`src/rtl/core/ptrd_pkg.sv`:
```
// ----------------------------------------------------------------------------
// ptrd_pkg
// Shared types and constants of the pen-tablet report decoder.
// ----------------------------------------------------------------------------
package ptrd_pkg;

  localparam int WordWidth         = 16;
  localparam int ProdWidth         = 2 * WordWidth;
  localparam int CoordWidthDefault = 16;
  localparam int CmdFifoDepth      = 2;
  localparam int NumKeys           = 4;

  localparam logic [7:0] MinReportLen  = 8'd10;
  localparam logic [7:0] KindMove      = 8'h03;
  localparam logic [7:0] KindKey       = 8'h0C;
  localparam logic [7:0] KindPenKey    = 8'h01;
  localparam logic [7:0] ContactStatus = 8'hA1;
  localparam logic [7:0] PenKeyToggle  = 8'h00;

  localparam logic [7:0] KeyBitFirst  = 8'h01;
  localparam logic [7:0] KeyBitSecond = 8'h02;
  localparam logic [7:0] KeyBitThird  = 8'h04;
  localparam logic [7:0] KeyBitFourth = 8'h08;

  localparam logic [2:0] SlotFirst  = 3'd0;
  localparam logic [2:0] SlotSecond = 3'd1;
  localparam logic [2:0] SlotThird  = 3'd2;
  localparam logic [2:0] SlotFourth = 3'd3;
  localparam logic [2:0] SlotNone   = 3'd4;

  typedef enum logic [1:0] {
    EV_NONE    = 2'd0,
    EV_MOVE    = 2'd1,
    EV_KEY     = 2'd2,
    EV_PEN_KEY = 2'd3
  } event_kind_t;

  typedef enum logic [1:0] {
    ROT_NONE = 2'd0,
    ROT_90   = 2'd1,
    ROT_180  = 2'd2,
    ROT_270  = 2'd3
  } rotation_t;

  typedef enum logic [2:0] {
    CFG_ROTATION        = 3'd0,
    CFG_X_MAXIMUM       = 3'd1,
    CFG_Y_MAXIMUM       = 3'd2,
    CFG_KEY_CODE_FIRST  = 3'd3,
    CFG_KEY_CODE_SECOND = 3'd4,
    CFG_KEY_CODE_THIRD  = 3'd5,
    CFG_KEY_CODE_FOURTH = 3'd6
  } cfg_index_t;

  typedef enum logic [2:0] {
    BK_IDLE,
    BK_MUL,
    BK_START,
    BK_DIV,
    BK_HOLD
  } back_state_t;

  typedef struct packed {
    logic [7:0]           report_length;
    logic [7:0]           report_kind;
    logic [7:0]           status_byte;
    logic [WordWidth-1:0] first_word;
    logic [WordWidth-1:0] second_word;
    logic [WordWidth-1:0] third_word;
  } in_item_t;

  typedef struct packed {
    logic                 accepted;
    logic [1:0]           event_kind;
    logic                 changed_flag;
    logic                 down_flag;
    logic [WordWidth-1:0] out_x;
    logic [WordWidth-1:0] out_y;
    logic [WordWidth-1:0] out_pressure;
    logic [WordWidth-1:0] out_key_code;
  } out_item_t;

  typedef struct packed {
    rotation_t                          rotation;
    logic [WordWidth-1:0]               x_maximum;
    logic [WordWidth-1:0]               y_maximum;
    logic [NumKeys-1:0][WordWidth-1:0]  key_code;
  } cfg_regs_t;

  typedef struct packed {
    logic                 accepted;
    logic [1:0]           event_kind;
    logic                 changed_flag;
    logic                 down_flag;
    logic                 coord_valid;
    logic [WordWidth-1:0] x;
    logic [WordWidth-1:0] y;
    logic [WordWidth-1:0] pressure;
    logic [WordWidth-1:0] key_code;
  } cmd_t;

  typedef struct packed {
    logic push;
    logic pop;
  } fifo_ctl_t;

  typedef struct packed {
    logic full;
    logic empty;
  } fifo_sts_t;

endpackage

```
`src/rtl/core/pen_tablet_report_decoder_core.sv`:
```
// ----------------------------------------------------------------------------
// pen_tablet_report_decoder_core
// Decodes one pen-tablet report per transaction into one event transaction.
// The front end takes a report in the cycle it arrives unless the command
// queue is full, updates the pen, key and barrel-button state and queues a
// command in a two-entry queue. For a move or pen-key report the back end
// runs a pop, a 16x16 multiply, a divider start, 32 steps of the two
// bit-serial dividers that rotate x and y against the configured maxima and
// a check that they have finished, then the result register. Key and
// rejected reports take a pop and the result register. The back end pops
// a new command only after the result register has taken the last one.
// Configuration writes are taken every cycle and must only be issued while
// no report is in flight.
// ----------------------------------------------------------------------------
module pen_tablet_report_decoder_core #(
  parameter int COORD_WIDTH = ptrd_pkg::CoordWidthDefault
) (
  input  logic                           clk,
  input  logic                           rst_n,
  input  logic                           in_valid,
  output logic                           in_ready,
  input  ptrd_pkg::in_item_t             in_data,
  output logic                           out_valid,
  input  logic                           out_ready,
  output ptrd_pkg::out_item_t            out_data,
  input  logic                           cfg_valid,
  output logic                           cfg_ready,
  input  logic [2:0]                     cfg_index,
  input  logic [ptrd_pkg::WordWidth-1:0] cfg_data
);
  import ptrd_pkg::*;

  cfg_regs_t cfg_r;
  fifo_ctl_t q_ctl;
  fifo_sts_t q_sts;
  cmd_t      push_cmd, head_cmd;
  logic      cmd_push, cmd_pop;

  assign cfg_ready = 1'b1;

  always_ff @(posedge clk) begin
    if (!rst_n) begin
      cfg_r.rotation  <= ROT_90;
      cfg_r.x_maximum <= WordWidth'(1);
      cfg_r.y_maximum <= WordWidth'(1);
      cfg_r.key_code  <= '0;
    end else if (cfg_valid && cfg_ready) begin
      unique case (cfg_index)
        CFG_ROTATION:        cfg_r.rotation    <= rotation_t'(cfg_data[1:0]);
        CFG_X_MAXIMUM:       cfg_r.x_maximum   <= cfg_data;
        CFG_Y_MAXIMUM:       cfg_r.y_maximum   <= cfg_data;
        CFG_KEY_CODE_FIRST:  cfg_r.key_code[0] <= cfg_data;
        CFG_KEY_CODE_SECOND: cfg_r.key_code[1] <= cfg_data;
        CFG_KEY_CODE_THIRD:  cfg_r.key_code[2] <= cfg_data;
        CFG_KEY_CODE_FOURTH: cfg_r.key_code[3] <= cfg_data;
        default: begin
        end
      endcase
    end
  end

  ptrd_front u_front (
    .clk      (clk),
    .rst_n    (rst_n),
    .in_valid (in_valid),
    .in_ready (in_ready),
    .in_data  (in_data),
    .cfg      (cfg_r),
    .q_sts    (q_sts),
    .cmd_push (cmd_push),
    .cmd_data (push_cmd)
  );

  assign q_ctl.push = cmd_push;
  assign q_ctl.pop  = cmd_pop;

  ptrd_cmd_fifo u_fifo (
    .clk     (clk),
    .rst_n   (rst_n),
    .ctl     (q_ctl),
    .wr_data (push_cmd),
    .rd_data (head_cmd),
    .sts     (q_sts)
  );

  ptrd_back #(
    .COORD_WIDTH (COORD_WIDTH)
  ) u_back (
    .clk       (clk),
    .rst_n     (rst_n),
    .cfg       (cfg_r),
    .q_sts     (q_sts),
    .q_head    (head_cmd),
    .q_pop     (cmd_pop),
    .out_valid (out_valid),
    .out_ready (out_ready),
    .out_data  (out_data)
  );

`ifndef SYNTH
  a_reject_zero: assert property (@(posedge clk) disable iff (!rst_n)
    out_valid && !out_data.accepted |->
      out_data.event_kind == EV_NONE && !out_data.changed_flag && !out_data.down_flag &&
      out_data.out_x == '0 && out_data.out_y == '0 &&
      out_data.out_pressure == '0 && out_data.out_key_code == '0)
    else $error("rejected report carries nonzero fields");

  a_accept_kind: assert property (@(posedge clk) disable iff (!rst_n)
    out_valid && out_data.accepted |-> out_data.event_kind != EV_NONE)
    else $error("accepted report without event kind");

  a_key_no_coord: assert property (@(posedge clk) disable iff (!rst_n)
    out_valid && out_data.event_kind == EV_KEY |->
      out_data.out_x == '0 && out_data.out_y == '0 && out_data.out_pressure == '0 &&
      out_data.changed_flag)
    else $error("key event carries coordinates or no change");

  a_full_stall: assert property (@(posedge clk) disable iff (!rst_n)
    q_sts.full |-> !in_ready)
    else $error("input taken while command queue full");
`endif

endmodule

```
`src/rtl/core/ptrd_front.sv`:
```
// ----------------------------------------------------------------------------
// ptrd_front
// Accepts reports, classifies them, updates pen/key state, queues commands.
// ----------------------------------------------------------------------------
module ptrd_front (
  input  logic                clk,
  input  logic                rst_n,
  input  logic                in_valid,
  output logic                in_ready,
  input  ptrd_pkg::in_item_t  in_data,
  input  ptrd_pkg::cfg_regs_t cfg,
  input  ptrd_pkg::fifo_sts_t q_sts,
  output logic                cmd_push,
  output ptrd_pkg::cmd_t      cmd_data
);
  import ptrd_pkg::*;

  logic       pen_contact_r, pen_contact_nxt;
  logic       key_pressed_r, key_pressed_nxt;
  logic       barrel_r, barrel_nxt;
  logic [2:0] last_key_slot_r, last_key_slot_nxt;
  logic       len_ok;
  logic       contact_now;
  logic [7:0] key_bits;
  logic       xfer;

  assign in_ready = !q_sts.full;
  assign xfer     = in_valid && in_ready;
  assign cmd_push = xfer;

  assign len_ok      = in_data.report_length >= MinReportLen;
  assign contact_now = in_data.status_byte == ContactStatus;
  assign key_bits    = in_data.first_word[WordWidth-1:8];

  always_comb begin
    pen_contact_nxt   = pen_contact_r;
    key_pressed_nxt   = key_pressed_r;
    barrel_nxt        = barrel_r;
    last_key_slot_nxt = last_key_slot_r;
    cmd_data          = '0;
    priority if (len_ok && in_data.report_kind == KindMove) begin
      pen_contact_nxt       = contact_now;
      cmd_data.accepted     = 1'b1;
      cmd_data.event_kind   = EV_MOVE;
      cmd_data.changed_flag = contact_now != pen_contact_r;
      cmd_data.down_flag    = contact_now;
      cmd_data.coord_valid  = 1'b1;
      cmd_data.x            = in_data.first_word;
      cmd_data.y            = in_data.second_word;
      cmd_data.pressure     = in_data.third_word;
    end else if (len_ok && in_data.report_kind == KindKey) begin
      key_pressed_nxt = 1'b1;
      priority if (key_bits == KeyBitFirst) begin
        last_key_slot_nxt = SlotFirst;
      end else if (key_bits == KeyBitSecond) begin
        last_key_slot_nxt = SlotSecond;
      end else if (key_bits == KeyBitThird) begin
        last_key_slot_nxt = SlotThird;
      end else if (key_bits == KeyBitFourth) begin
        last_key_slot_nxt = SlotFourth;
      end else begin
        key_pressed_nxt = 1'b0;
        if (last_key_slot_r == SlotNone) begin
          last_key_slot_nxt = SlotFirst;
        end
      end
      cmd_data.accepted     = 1'b1;
      cmd_data.event_kind   = EV_KEY;
      cmd_data.changed_flag = 1'b1;
      cmd_data.down_flag    = key_pressed_nxt;
      cmd_data.key_code     = cfg.key_code[last_key_slot_nxt[1:0]];
    end else if (len_ok && in_data.report_kind == KindPenKey) begin
      cmd_data.accepted    = 1'b1;
      cmd_data.coord_valid = 1'b1;
      cmd_data.x           = in_data.first_word;
      cmd_data.y           = in_data.second_word;
      if (in_data.status_byte == PenKeyToggle) begin
        barrel_nxt            = !barrel_r;
        cmd_data.event_kind   = EV_PEN_KEY;
        cmd_data.changed_flag = 1'b1;
        cmd_data.down_flag    = !barrel_r;
      end else begin
        cmd_data.event_kind = EV_MOVE;
      end
    end else begin
      cmd_data = '0;
    end
  end

  always_ff @(posedge clk) begin
    if (!rst_n) begin
      pen_contact_r   <= 1'b0;
      key_pressed_r   <= 1'b0;
      barrel_r        <= 1'b0;
      last_key_slot_r <= SlotNone;
    end else if (xfer) begin
      pen_contact_r   <= pen_contact_nxt;
      key_pressed_r   <= key_pressed_nxt;
      barrel_r        <= barrel_nxt;
      last_key_slot_r <= last_key_slot_nxt;
    end
  end

endmodule

```
`src/rtl/core/ptrd_cmd_fifo.sv`:
```
// ----------------------------------------------------------------------------
// ptrd_cmd_fifo
// Short command queue between the front and back ends.
// ----------------------------------------------------------------------------
module ptrd_cmd_fifo (
  input  logic                clk,
  input  logic                rst_n,
  input  ptrd_pkg::fifo_ctl_t ctl,
  input  ptrd_pkg::cmd_t      wr_data,
  output ptrd_pkg::cmd_t      rd_data,
  output ptrd_pkg::fifo_sts_t sts
);
  import ptrd_pkg::*;

  localparam int PtrWidth = $clog2(CmdFifoDepth);
  localparam int CntWidth = $clog2(CmdFifoDepth + 1);

  cmd_t                entry_r [CmdFifoDepth];
  logic [PtrWidth-1:0] wr_ptr_r, rd_ptr_r;
  logic [CntWidth-1:0] count_r;
  logic                do_push, do_pop;

  assign sts.full  = count_r == CntWidth'(CmdFifoDepth);
  assign sts.empty = count_r == '0;
  assign do_push   = ctl.push && !sts.full;
  assign do_pop    = ctl.pop && !sts.empty;
  assign rd_data   = entry_r[rd_ptr_r];

  always_ff @(posedge clk) begin
    if (do_push) begin
      entry_r[wr_ptr_r] <= wr_data;
    end
  end

  always_ff @(posedge clk) begin
    if (!rst_n) begin
      wr_ptr_r <= '0;
      rd_ptr_r <= '0;
      count_r  <= '0;
    end else begin
      if (do_push) begin
        wr_ptr_r <= (wr_ptr_r == PtrWidth'(CmdFifoDepth - 1)) ? '0 : wr_ptr_r + 1'b1;
      end
      if (do_pop) begin
        rd_ptr_r <= (rd_ptr_r == PtrWidth'(CmdFifoDepth - 1)) ? '0 : rd_ptr_r + 1'b1;
      end
      if (do_push && !do_pop) begin
        count_r <= count_r + 1'b1;
      end else if (do_pop && !do_push) begin
        count_r <= count_r - 1'b1;
      end
    end
  end

endmodule

```
`src/rtl/core/ptrd_divider.sv`:
```
// ----------------------------------------------------------------------------
// ptrd_divider
// Restoring divider, one quotient bit per cycle, saturating result.
// ----------------------------------------------------------------------------
module ptrd_divider #(
  parameter int COORD_WIDTH = ptrd_pkg::CoordWidthDefault
) (
  input  logic                           clk,
  input  logic                           rst_n,
  input  logic                           start,
  input  logic [ptrd_pkg::ProdWidth-1:0] dividend,
  input  logic [ptrd_pkg::WordWidth-1:0] divisor,
  output logic                           done,
  output logic [COORD_WIDTH-1:0]         quotient
);
  import ptrd_pkg::*;

  localparam int CntWidth = $clog2(ProdWidth);
  localparam logic [ProdWidth-1:0] SatLimit =
    ProdWidth'((64'd1 << COORD_WIDTH) - 64'd1);

  logic                 busy_r, done_r;
  logic [CntWidth-1:0]  cnt_r;
  logic [WordWidth:0]   rem_r;
  logic [ProdWidth-1:0] quo_r;
  logic [WordWidth-1:0] dvs_r;
  logic [WordWidth:0]   rem_shift;
  logic                 fits;

  assign rem_shift = {rem_r[WordWidth-1:0], quo_r[ProdWidth-1]};
  assign fits      = rem_shift >= {1'b0, dvs_r};
  assign done      = done_r;
  assign quotient  = COORD_WIDTH'((quo_r > SatLimit) ? SatLimit : quo_r);

  always_ff @(posedge clk) begin
    if (start) begin
      rem_r <= '0;
      quo_r <= dividend;
      dvs_r <= divisor;
    end else if (busy_r) begin
      rem_r <= fits ? rem_shift - {1'b0, dvs_r} : rem_shift;
      quo_r <= {quo_r[ProdWidth-2:0], fits};
    end
  end

  always_ff @(posedge clk) begin
    if (!rst_n) begin
      busy_r <= 1'b0;
      done_r <= 1'b0;
      cnt_r  <= '0;
    end else if (start) begin
      busy_r <= 1'b1;
      done_r <= 1'b0;
      cnt_r  <= '0;
    end else if (busy_r) begin
      cnt_r <= cnt_r + 1'b1;
      if (cnt_r == CntWidth'(ProdWidth - 1)) begin
        busy_r <= 1'b0;
        done_r <= 1'b1;
      end
    end
  end

endmodule

```
`src/rtl/core/ptrd_back.sv`:
```
// ----------------------------------------------------------------------------
// ptrd_back
// Executes queued commands: coordinate rotation and result register.
// ----------------------------------------------------------------------------
module ptrd_back #(
  parameter int COORD_WIDTH = ptrd_pkg::CoordWidthDefault
) (
  input  logic                clk,
  input  logic                rst_n,
  input  ptrd_pkg::cfg_regs_t cfg,
  input  ptrd_pkg::fifo_sts_t q_sts,
  input  ptrd_pkg::cmd_t      q_head,
  output logic                q_pop,
  output logic                out_valid,
  input  logic                out_ready,
  output ptrd_pkg::out_item_t out_data
);
  import ptrd_pkg::*;

  back_state_t          state_r, state_nxt;
  cmd_t                 cmd_r;
  logic [ProdWidth-1:0] prod_x_r, prod_y_r;
  logic [WordWidth-1:0] dvs_x_r, dvs_y_r;
  logic [WordWidth-1:0] ax, bx, dx, ay, by, dy;
  logic [WordWidth-1:0] xm, ym, sub_x, sub_y;
  logic                 mul_load, div_start, out_load, out_free;
  logic                 done_x, done_y;
  logic [COORD_WIDTH-1:0] q_x, q_y;
  logic                 out_valid_r;
  out_item_t            out_data_r;

  assign xm    = (cfg.x_maximum == '0) ? WordWidth'(1) : cfg.x_maximum;
  assign ym    = (cfg.y_maximum == '0) ? WordWidth'(1) : cfg.y_maximum;
  assign sub_x = (xm > cmd_r.x) ? xm - cmd_r.x : '0;
  assign sub_y = (ym > cmd_r.y) ? ym - cmd_r.y : '0;

  always_comb begin
    ax = cmd_r.x;
    bx = WordWidth'(1);
    dx = WordWidth'(1);
    ay = cmd_r.y;
    by = WordWidth'(1);
    dy = WordWidth'(1);
    unique case (cfg.rotation)
      ROT_NONE: begin
      end
      ROT_90: begin
        ax = cmd_r.y;
        bx = xm;
        dx = ym;
        ay = sub_x;
        by = ym;
        dy = xm;
      end
      ROT_180: begin
        ax = sub_x;
        ay = sub_y;
      end
      ROT_270: begin
        ax = sub_y;
        bx = xm;
        dx = ym;
        ay = cmd_r.x;
        by = ym;
        dy = xm;
      end
      default: begin
      end
    endcase
  end

  always_ff @(posedge clk) begin
    if (q_pop) begin
      cmd_r <= q_head;
    end
    if (mul_load) begin
      prod_x_r <= ProdWidth'(ax) * ProdWidth'(bx);
      prod_y_r <= ProdWidth'(ay) * ProdWidth'(by);
      dvs_x_r  <= dx;
      dvs_y_r  <= dy;
    end
  end

  ptrd_divider #(
    .COORD_WIDTH (COORD_WIDTH)
  ) u_div_x (
    .clk      (clk),
    .rst_n    (rst_n),
    .start    (div_start),
    .dividend (prod_x_r),
    .divisor  (dvs_x_r),
    .done     (done_x),
    .quotient (q_x)
  );

  ptrd_divider #(
    .COORD_WIDTH (COORD_WIDTH)
  ) u_div_y (
    .clk      (clk),
    .rst_n    (rst_n),
    .start    (div_start),
    .dividend (prod_y_r),
    .divisor  (dvs_y_r),
    .done     (done_y),
    .quotient (q_y)
  );

  assign out_free = !out_valid_r || out_ready;

  always_comb begin
    state_nxt = state_r;
    unique case (state_r)
      BK_IDLE: begin
        if (!q_sts.empty) begin
          state_nxt = q_head.coord_valid ? BK_MUL : BK_HOLD;
        end
      end
      BK_MUL:   state_nxt = BK_START;
      BK_START: state_nxt = BK_DIV;
      BK_DIV: begin
        if (done_x && done_y) begin
          state_nxt = BK_HOLD;
        end
      end
      BK_HOLD: begin
        if (out_free) begin
          state_nxt = BK_IDLE;
        end
      end
      default: state_nxt = BK_IDLE;
    endcase
  end

  always_comb begin
    q_pop     = 1'b0;
    mul_load  = 1'b0;
    div_start = 1'b0;
    out_load  = 1'b0;
    unique case (state_r)
      BK_IDLE:  q_pop = !q_sts.empty;
      BK_MUL:   mul_load = 1'b1;
      BK_START: div_start = 1'b1;
      BK_DIV: begin
      end
      BK_HOLD:  out_load = out_free;
      default: begin
      end
    endcase
  end

  always_ff @(posedge clk) begin
    if (!rst_n) begin
      state_r <= BK_IDLE;
    end else begin
      state_r <= state_nxt;
    end
  end

  always_ff @(posedge clk) begin
    if (!rst_n) begin
      out_valid_r <= 1'b0;
    end else if (out_load) begin
      out_valid_r <= 1'b1;
    end else if (out_ready) begin
      out_valid_r <= 1'b0;
    end
  end

  always_ff @(posedge clk) begin
    if (out_load) begin
      out_data_r.accepted     <= cmd_r.accepted;
      out_data_r.event_kind   <= cmd_r.event_kind;
      out_data_r.changed_flag <= cmd_r.changed_flag;
      out_data_r.down_flag    <= cmd_r.down_flag;
      out_data_r.out_x        <= cmd_r.coord_valid ? WordWidth'(q_x) : '0;
      out_data_r.out_y        <= cmd_r.coord_valid ? WordWidth'(q_y) : '0;
      out_data_r.out_pressure <= cmd_r.pressure;
      out_data_r.out_key_code <= cmd_r.key_code;
    end
  end

  assign out_valid = out_valid_r;
  assign out_data  = out_data_r;

endmodule
```
`config.mk`:
```
export PLATFORM = sky130hd
export DESIGN_NAME = pen_tablet_report_decoder_core
export DESIGN_NICKNAME = d
export VERILOG_FILES = /design/src/rtl/core/ptrd_pkg.sv /design/src/rtl/core/pen_tablet_report_decoder_core.sv /design/src/rtl/core/ptrd_front.sv /design/src/rtl/core/ptrd_cmd_fifo.sv /design/src/rtl/core/ptrd_divider.sv /design/src/rtl/core/ptrd_back.sv
export SDC_FILE = /design/constraint.sdc
export NUM_CORES = 2
export LEC_CHECK = 0
export ABC_AREA = 1
export BUFFER_PORTS_ARGS = -buffer_cell sky130_fd_sc_hd__buf_2
export CORE_AREA = 2 2 376 378
export CTS_CLUSTER_SIZE = 25
export DETAILED_ROUTE_END_ITERATION = 16
export DIE_AREA = 0 0 378 380
export SYNTH_ARGS = -nofsm -noshare
export SYNTH_HDL_FRONTEND = slang
export SYNTH_SLANG_ARGS = --single-unit
```
`constraint.sdc`:
```
create_clock -name clk -period 12.5 [get_ports clk]
set_input_delay 1.875 -clock clk [delete_from_list [all_inputs] [get_ports clk]]
set_output_delay 1.875 -clock clk [all_outputs]
set_load 0.03 [all_outputs]
```
Word-level counts from Yosys, hierarchy flattened
Memory sizes are Yosys's and may differ from the RTL's. A register that Yosys moved wholly into a read port is not among the register bits.
Cells that the tools add are included.
{ "word_totals": {"ff_bits": 488, "ramBits": 140, "in_bits": 96, "out_inout_bits": 72, "elab_cells": 207, "memories": 1} }
{ "classes": {"n_addsub": 10, "mul": 2, "magnitude_cmp": 8, "n_eq_ne": 30, "muxes": 62, "bitwise": 3, "reduce_logical": 42} }
{ "memory_table": {"columns": ["memory", "depth", "word_bits", "rd", "rd_ports_with_merged_regs", "wr", "line_no", "text"], "rows": [
  ["u_fifo.entry_r", 2, 70, 1, 1, 1, "ptrd_cmd_fifo.sv:18", "cmd_t entry_r [CmdFifoDepth];"]
]} }
{ "op_table": {"columns": ["operator", "count"], "rows": [
  ["$mux 16", 13],
  ["$mux 32", 4],
  ["$pmux 16 s3", 2],
  ["$gt 32x16->1 const B", 2],
  ["$mul 16x16->32", 2],
  ["$sub 16x16->16", 4],
  ["$mux 54", 1],
  ["$mux 49", 1],
  ["$mux 38", 1],
  ["$ge 17x16->1", 2],
  ["$mux 3", 11],
  ["$bmux 16 s2", 1],
  ["$gt 16x16->1", 2],
  ["$logic_not 16->1", 2],
  ["$mux 1", 22],
  ["$reduce_and 2->1", 10],
  ["$eq 8x1->1 const B", 2],
  ["$eq 8x2->1 const B", 2],
  ["$eq 8x4->1 const B", 2],
  ["$eq 3x3->1 const B", 5],
  ["$pmux 3 s5", 1],
  ["$eq 3x2->1 const B", 4],
  ["$add 5x1->5 const B", 2],
  ["$eq 5x5->1 const B", 2],
  ["other kinds (28)", 57]
]} }

Depth between registers and ports, before layout
{ "depth": {"word_depth": 12, "depth_mapped": 43, "mapped_depth_nobuf": 41} }

Modules after synthesis
From an unflattened synthesis, not the netlist that was laid out.
{ "hier_totals": {"cells_unflattened": 5452, "hier_area_um2": 48292.6} }
{ "by_module_without_submodules": {"columns": ["mod", "n_inst", "cells_per_inst", "area_per_inst_um2", "seq_area_each_um2"], "rows": [
  ["ptrd_back", 1, 3184, 28665.0, 7136.8],
  ["ptrd_cmd_fifo", 1, 256, 5651.7, 4304.1],
  ["ptrd_divider (u_back.u_div_y)", 1, 537, 4180.3, 1901.8],
  ["ptrd_divider (u_back.u_div_x)", 1, 548, 4134.0, 1901.8],
  ["pen_tablet_report_decoder_core", 1, 566, 3921.3, 1961.9],
  ["ptrd_front", 1, 361, 1740.4, 80.1]
]} }

Worst setup path before layout
OpenSTA, ideal clock, no wires.
{ "synth_timing": {"path_kind": "input -> register", "startpoint": "input port out_ready", "endpoint": "register u_back.out_data_r, in the netlist u_back.out_data[0] (enable)", "setup_ns": 0.667, "arrival_time_ns": 8.445, "required_time_ns": 11.833, "path_slack_ns": 3.389, "cell_stages": 2, "path_buffers": 0, "path_cell_list": "nor2_1 nor4_1"} }
{ "synth_via": {"elab_chain_cells": 2} }
{ "synth_rtl": {"columns": ["item", "line_no", "text"], "rows": [
  ["start, declared", "pen_tablet_report_decoder_core.sv:24", "input logic out_ready,"],
  ["$logic_or 1x1->1", "ptrd_back.sv:108", "assign out_free = !out_valid_r || out_ready;"],
  ["$mux 1", "ptrd_back.sv:139", "unique case (state_r)"],
  ["named net u_back.out_load", "ptrd_back.sv:26", "logic mul_load, div_start, out_load, out_free;"],
  ["end, declared", "ptrd_back.sv:30", "out_item_t out_data_r;"]
]} }
The timed path passes the listed nets, and every way through them passes these cells.
A chain may end at the register's enable or synchronous reset.

Worst setup path in the final report
{ "layout_timing": {"startpoint": "register cfg_r[65] (netlist name)", "endpoint": "register u_back.prod_y_r[25], data pin"} }
{ "layout_via": {"elab_chain_cells": 6, "elab_cells_between_ends": 8, "classes_between": "add/sub: 1; mul: 1; order compare: 1; mux: 4; reduce/logical: 1"} }
{ "layout_rtl": {"columns": ["item", "line_no", "text"], "rows": [
  ["start, declared", "pen_tablet_report_decoder_core.sv:33", "cfg_regs_t cfg_r;"],
  ["$logic_not 16->1", "ptrd_back.sv:33", "assign ym = (cfg.y_maximum == '0) ? WordWidth'(1) : cfg.y_maximum;"],
  ["$mux 16 (*)", "ptrd_back.sv:33", null],
  ["$sub 16x16->16 / $gt 16x16->1 (equally long branches)", "ptrd_back.sv:35", "assign sub_y = (ym > cmd_r.y) ? ym - cmd_r.y : '0;"],
  ["$mux 16", "ptrd_back.sv:35", null],
  ["$pmux 16 s3", "ptrd_back.sv:44", "unique case (cfg.rotation)"],
  ["$mul 16x16->32 (*)", "ptrd_back.sv:78", "prod_y_r <= ProdWidth'(ay) * ProdWidth'(by);"],
  ["end signal, assigned", "ptrd_back.sv:78", null],
  ["end, declared", "ptrd_back.sv:22", "logic [ProdWidth-1:0] prod_x_r, prod_y_r;"]
]} }
Mark *: on every way between the ends. The rest lies on a longest branch, timed or not.

==> flow_summary.toml <==
[critical_path]
r2r_end = "u_back.prod_y_r[25]"
crit_type = "register to register"
reg2reg_slack_ns = 3.58
worstReg2RegStart = "cfg_r[65]"
crit_path_frequent_cell = "fa_1"
endpoint_kind = "register"
critPathRequiredTime_ns = 12.87
cp_max_fo = 12
reg2reg_depth = 37
crit_arrival_ns = 9.29
start_kind = "register"
max_stage_delay_ns = 0.57
crit_slowest_cell = "nand2_1"

[clock_network]
cts-root-buf = "clkbuf_16"
clk_pin_slew_ns = 0.06
clock_latency_ns = 0.64
tritoncts = "built"
cts_resized = 0
clockBufferDepth = 3
cts_buffers = 72
htree_levels = 3
cts.hold.buffers_added = 0
clock_sinks = 625
post_cts_buffers = 0

[global_route]
grt_pass1_vias = 34800
grt_usage_pct = 17.7
overflow = 0
antenna_found_initial = 12
grt_first_pass_wirelength_um = 199000
grt_max_degree = 107

[die]
die_w_um = 378
floorplan.initialDensity_pct = 32.8
die_h_um = 380
ios = 168
rows = 137
fp.dieArea_um2 = 144000
coreArea_um2 = 139000

[synthesis]
syn_area_per_cell_um2 = 9.08
syn-num-nets = 5795
synthArstFlopShare_pct = 0
ys_seq_area_share_pct = 37.6
synth-edff-count = 468
syn_area_um2 = 45700
ys_dominant_reg_cell = "edfxtp_1"
ys_types = 55
syn_inst = 5030
ys_ff_latch = 625
ys_warn_count = 0

[sta]
tightestPinTransition_ns = 1.26
fin_tns_setup_ns = 0
period_share_pct = 71.3
fin_crit_ns = 8.92
fmax_ghz = 0.112
slew_viol_final = 0
finalHoldViolations = 0
finalSetupViolCount = 0
hold_ws_ns = 0.412
fin_skew_ns = 0.0278
grt_setup_unrepaired = "no"
relSlewSlack_pct = 15.5

[min_path]
min_to = "u_back.u_div_x.dvs_r[15]"
hold_start = "u_back.dvs_x_r[15]"
whs_path_depth = 0
hp-class = "register to register"

[placed_design]
dp_hpwl_um = 96300
place_area_um2 = 48300
finalWeightedCongestion = 0.954
io_buffers = 165

[route]
avgViaCountPerCell = 4.92
routed-via-count = 34700
drc_errors = 0
wl_um = 127000
dr.first_iter.drc_count = 2829
antenna_left = 0
wl_per_cell_um = 18.0
dr.pass1.iters = 6

[power]
ir_worst_vdd_mv = 0.135
p_int_uw = 5380
power_frac_seq_pct = 37.4
power_density_nw_per_um2 = 173
p_sw_uw = 3410
sw_frac_of_total_pct = 38.8
pwr-share-clk_pct = 25.5
p_leak_uw = 0.0229
power_frac_comb_pct = 37.1

[finish]
drive_gt1_share_pct = 9.47
area.growth.synth_to_final_pct = 11.3
nNetsFinal = 5882
final_common_cell = "inv_1"
design_area_um2 = 50900
fillCellCount = 14300
final_cell_mix = "844 x inv_1, 806 x nand2_1, 545 x nor2_1"

[job]
cap_violations = 0

[status]
outcome = "complete, no violations"
[area by class of cell]
type                       instances  area [um2]  area share, %
sequential                       625       17200           33.8
clock inverter                    36         557           1.09
multi-input combinational       3361       24500           48.2
tap                             1876        2350           4.61
inverter                         865        3250           6.39
antenna                            1        2.50        0.00492
clock buffer                      97        1970           3.87
timing repair buffer             192        1030           2.02
[sequential cells by signal (all words and copies together) (netlist names), 32 cells and up, named ones only]
name	flops
u_back.prod_y_r	32
u_back.out_data	69
u_back.u_div_y.quo_r	32
u_back.cmd_r	69
u_back.u_div_x.quo_r	32
cfg_r	98
u_fifo.entry_r	138
u_back.prod_x_r	32
[worst max path at each step]
stage,start,end
floorplan,out_ready,u_back.out_data[0]
global placement,cfg_r[65],u_back.prod_y_r[25]
detailed placement,cfg_r[65],u_back.prod_y_r[25]
CTS,cfg_r[65],u_back.prod_y_r[25]
global route,cfg_r[65],u_back.prod_y_r[25]
finish,cfg_r[65],u_back.prod_y_r[25]
[routing by layer]
metal  GRT usage [%]  vias to the layer above  wire [um]
li1                -                    16400          -
met1            24.6                    16900      56800
met2            27.7                     1191      56700
met3            3.30                      235       9330
met4            5.51                        8       3900
met5               0                        -         49
[kinds of logic after synthesis]
| group | count (synthesis) | synth area share (%) |
|---|---|---|
| AOI/OAI and AO/OA | 496 | 5.75 |
| other | 1 | 0.00821 |
| and+or+nand+nor | 2030 | 19.5 |
| xor gates and xnor gates | 97 | 1.86 |
| buffers and inverters | 1044 | 8.81 |
| DFF | 625 | 37.6 |
| adders and majority gates | 669 | 24.8 |
| muxes | 68 | 1.68 |
[per-stage QoR]
stage          std cells  util (%)  setup WS (ns)  power, uW
6_report            7053      36.6           3.58       8790
2_1_floorplan       5030         -           3.39       5590
4_1_cts             7052      36.6           3.68       8870
5_1_grt             7053      36.6           3.11       9390
3_5_place_dp        6919      34.7           3.72       6590
3_3_place_gp        6919      34.7           3.81       6550
[power by group through the flow]
| stage | sequential [uW] | clock, uW | combinational [uW] |
|---|---|---|---|
| after floorplan | 3370 | 0 | 2220 |
| after global placement | 3320 | 0 | 3240 |
| after detailed placement | 3330 | 0 | 3260 |
| after CTS | 3290 | 2300 | 3280 |
| after global routing | 3340 | 2380 | 3670 |
| final | 3290 | 2240 | 3260 |
[worst max-delay path, delay by kind of cell, from the launching register on]
family,cells,cell delay [ns]
simple gates,19,3.76
fa+ha+maj,9,3.70
flops,1,0.44
buf+inv,6,0.43
compound gates,2,0.18
xor+xnor,1,0.13
[cells in the mapped netlist (all sizes together), types with 12 or more instances]
cell / n / area, um2
a21o: 12 / 90.1
a21oi: 205 / 1060
buf: 48 / 284
clkbuf: 131 / 492
clkinv: 12 / 46.3
dfxtp: 157 / 3140
edfxtp: 468 / 14100
fa: 392 / 7850
ha: 277 / 3470
inv: 853 / 3200
mux2: 68 / 766
nand2: 853 / 3360
nand3: 450 / 2320
nand3b: 41 / 308
nand4: 36 / 225
nor2: 582 / 2270
nor3: 32 / 175
nor4: 25 / 171
o21ai: 247 / 1240
xnor2: 41 / 359
xor2: 56 / 490
(Power assumes the default switching activity.)
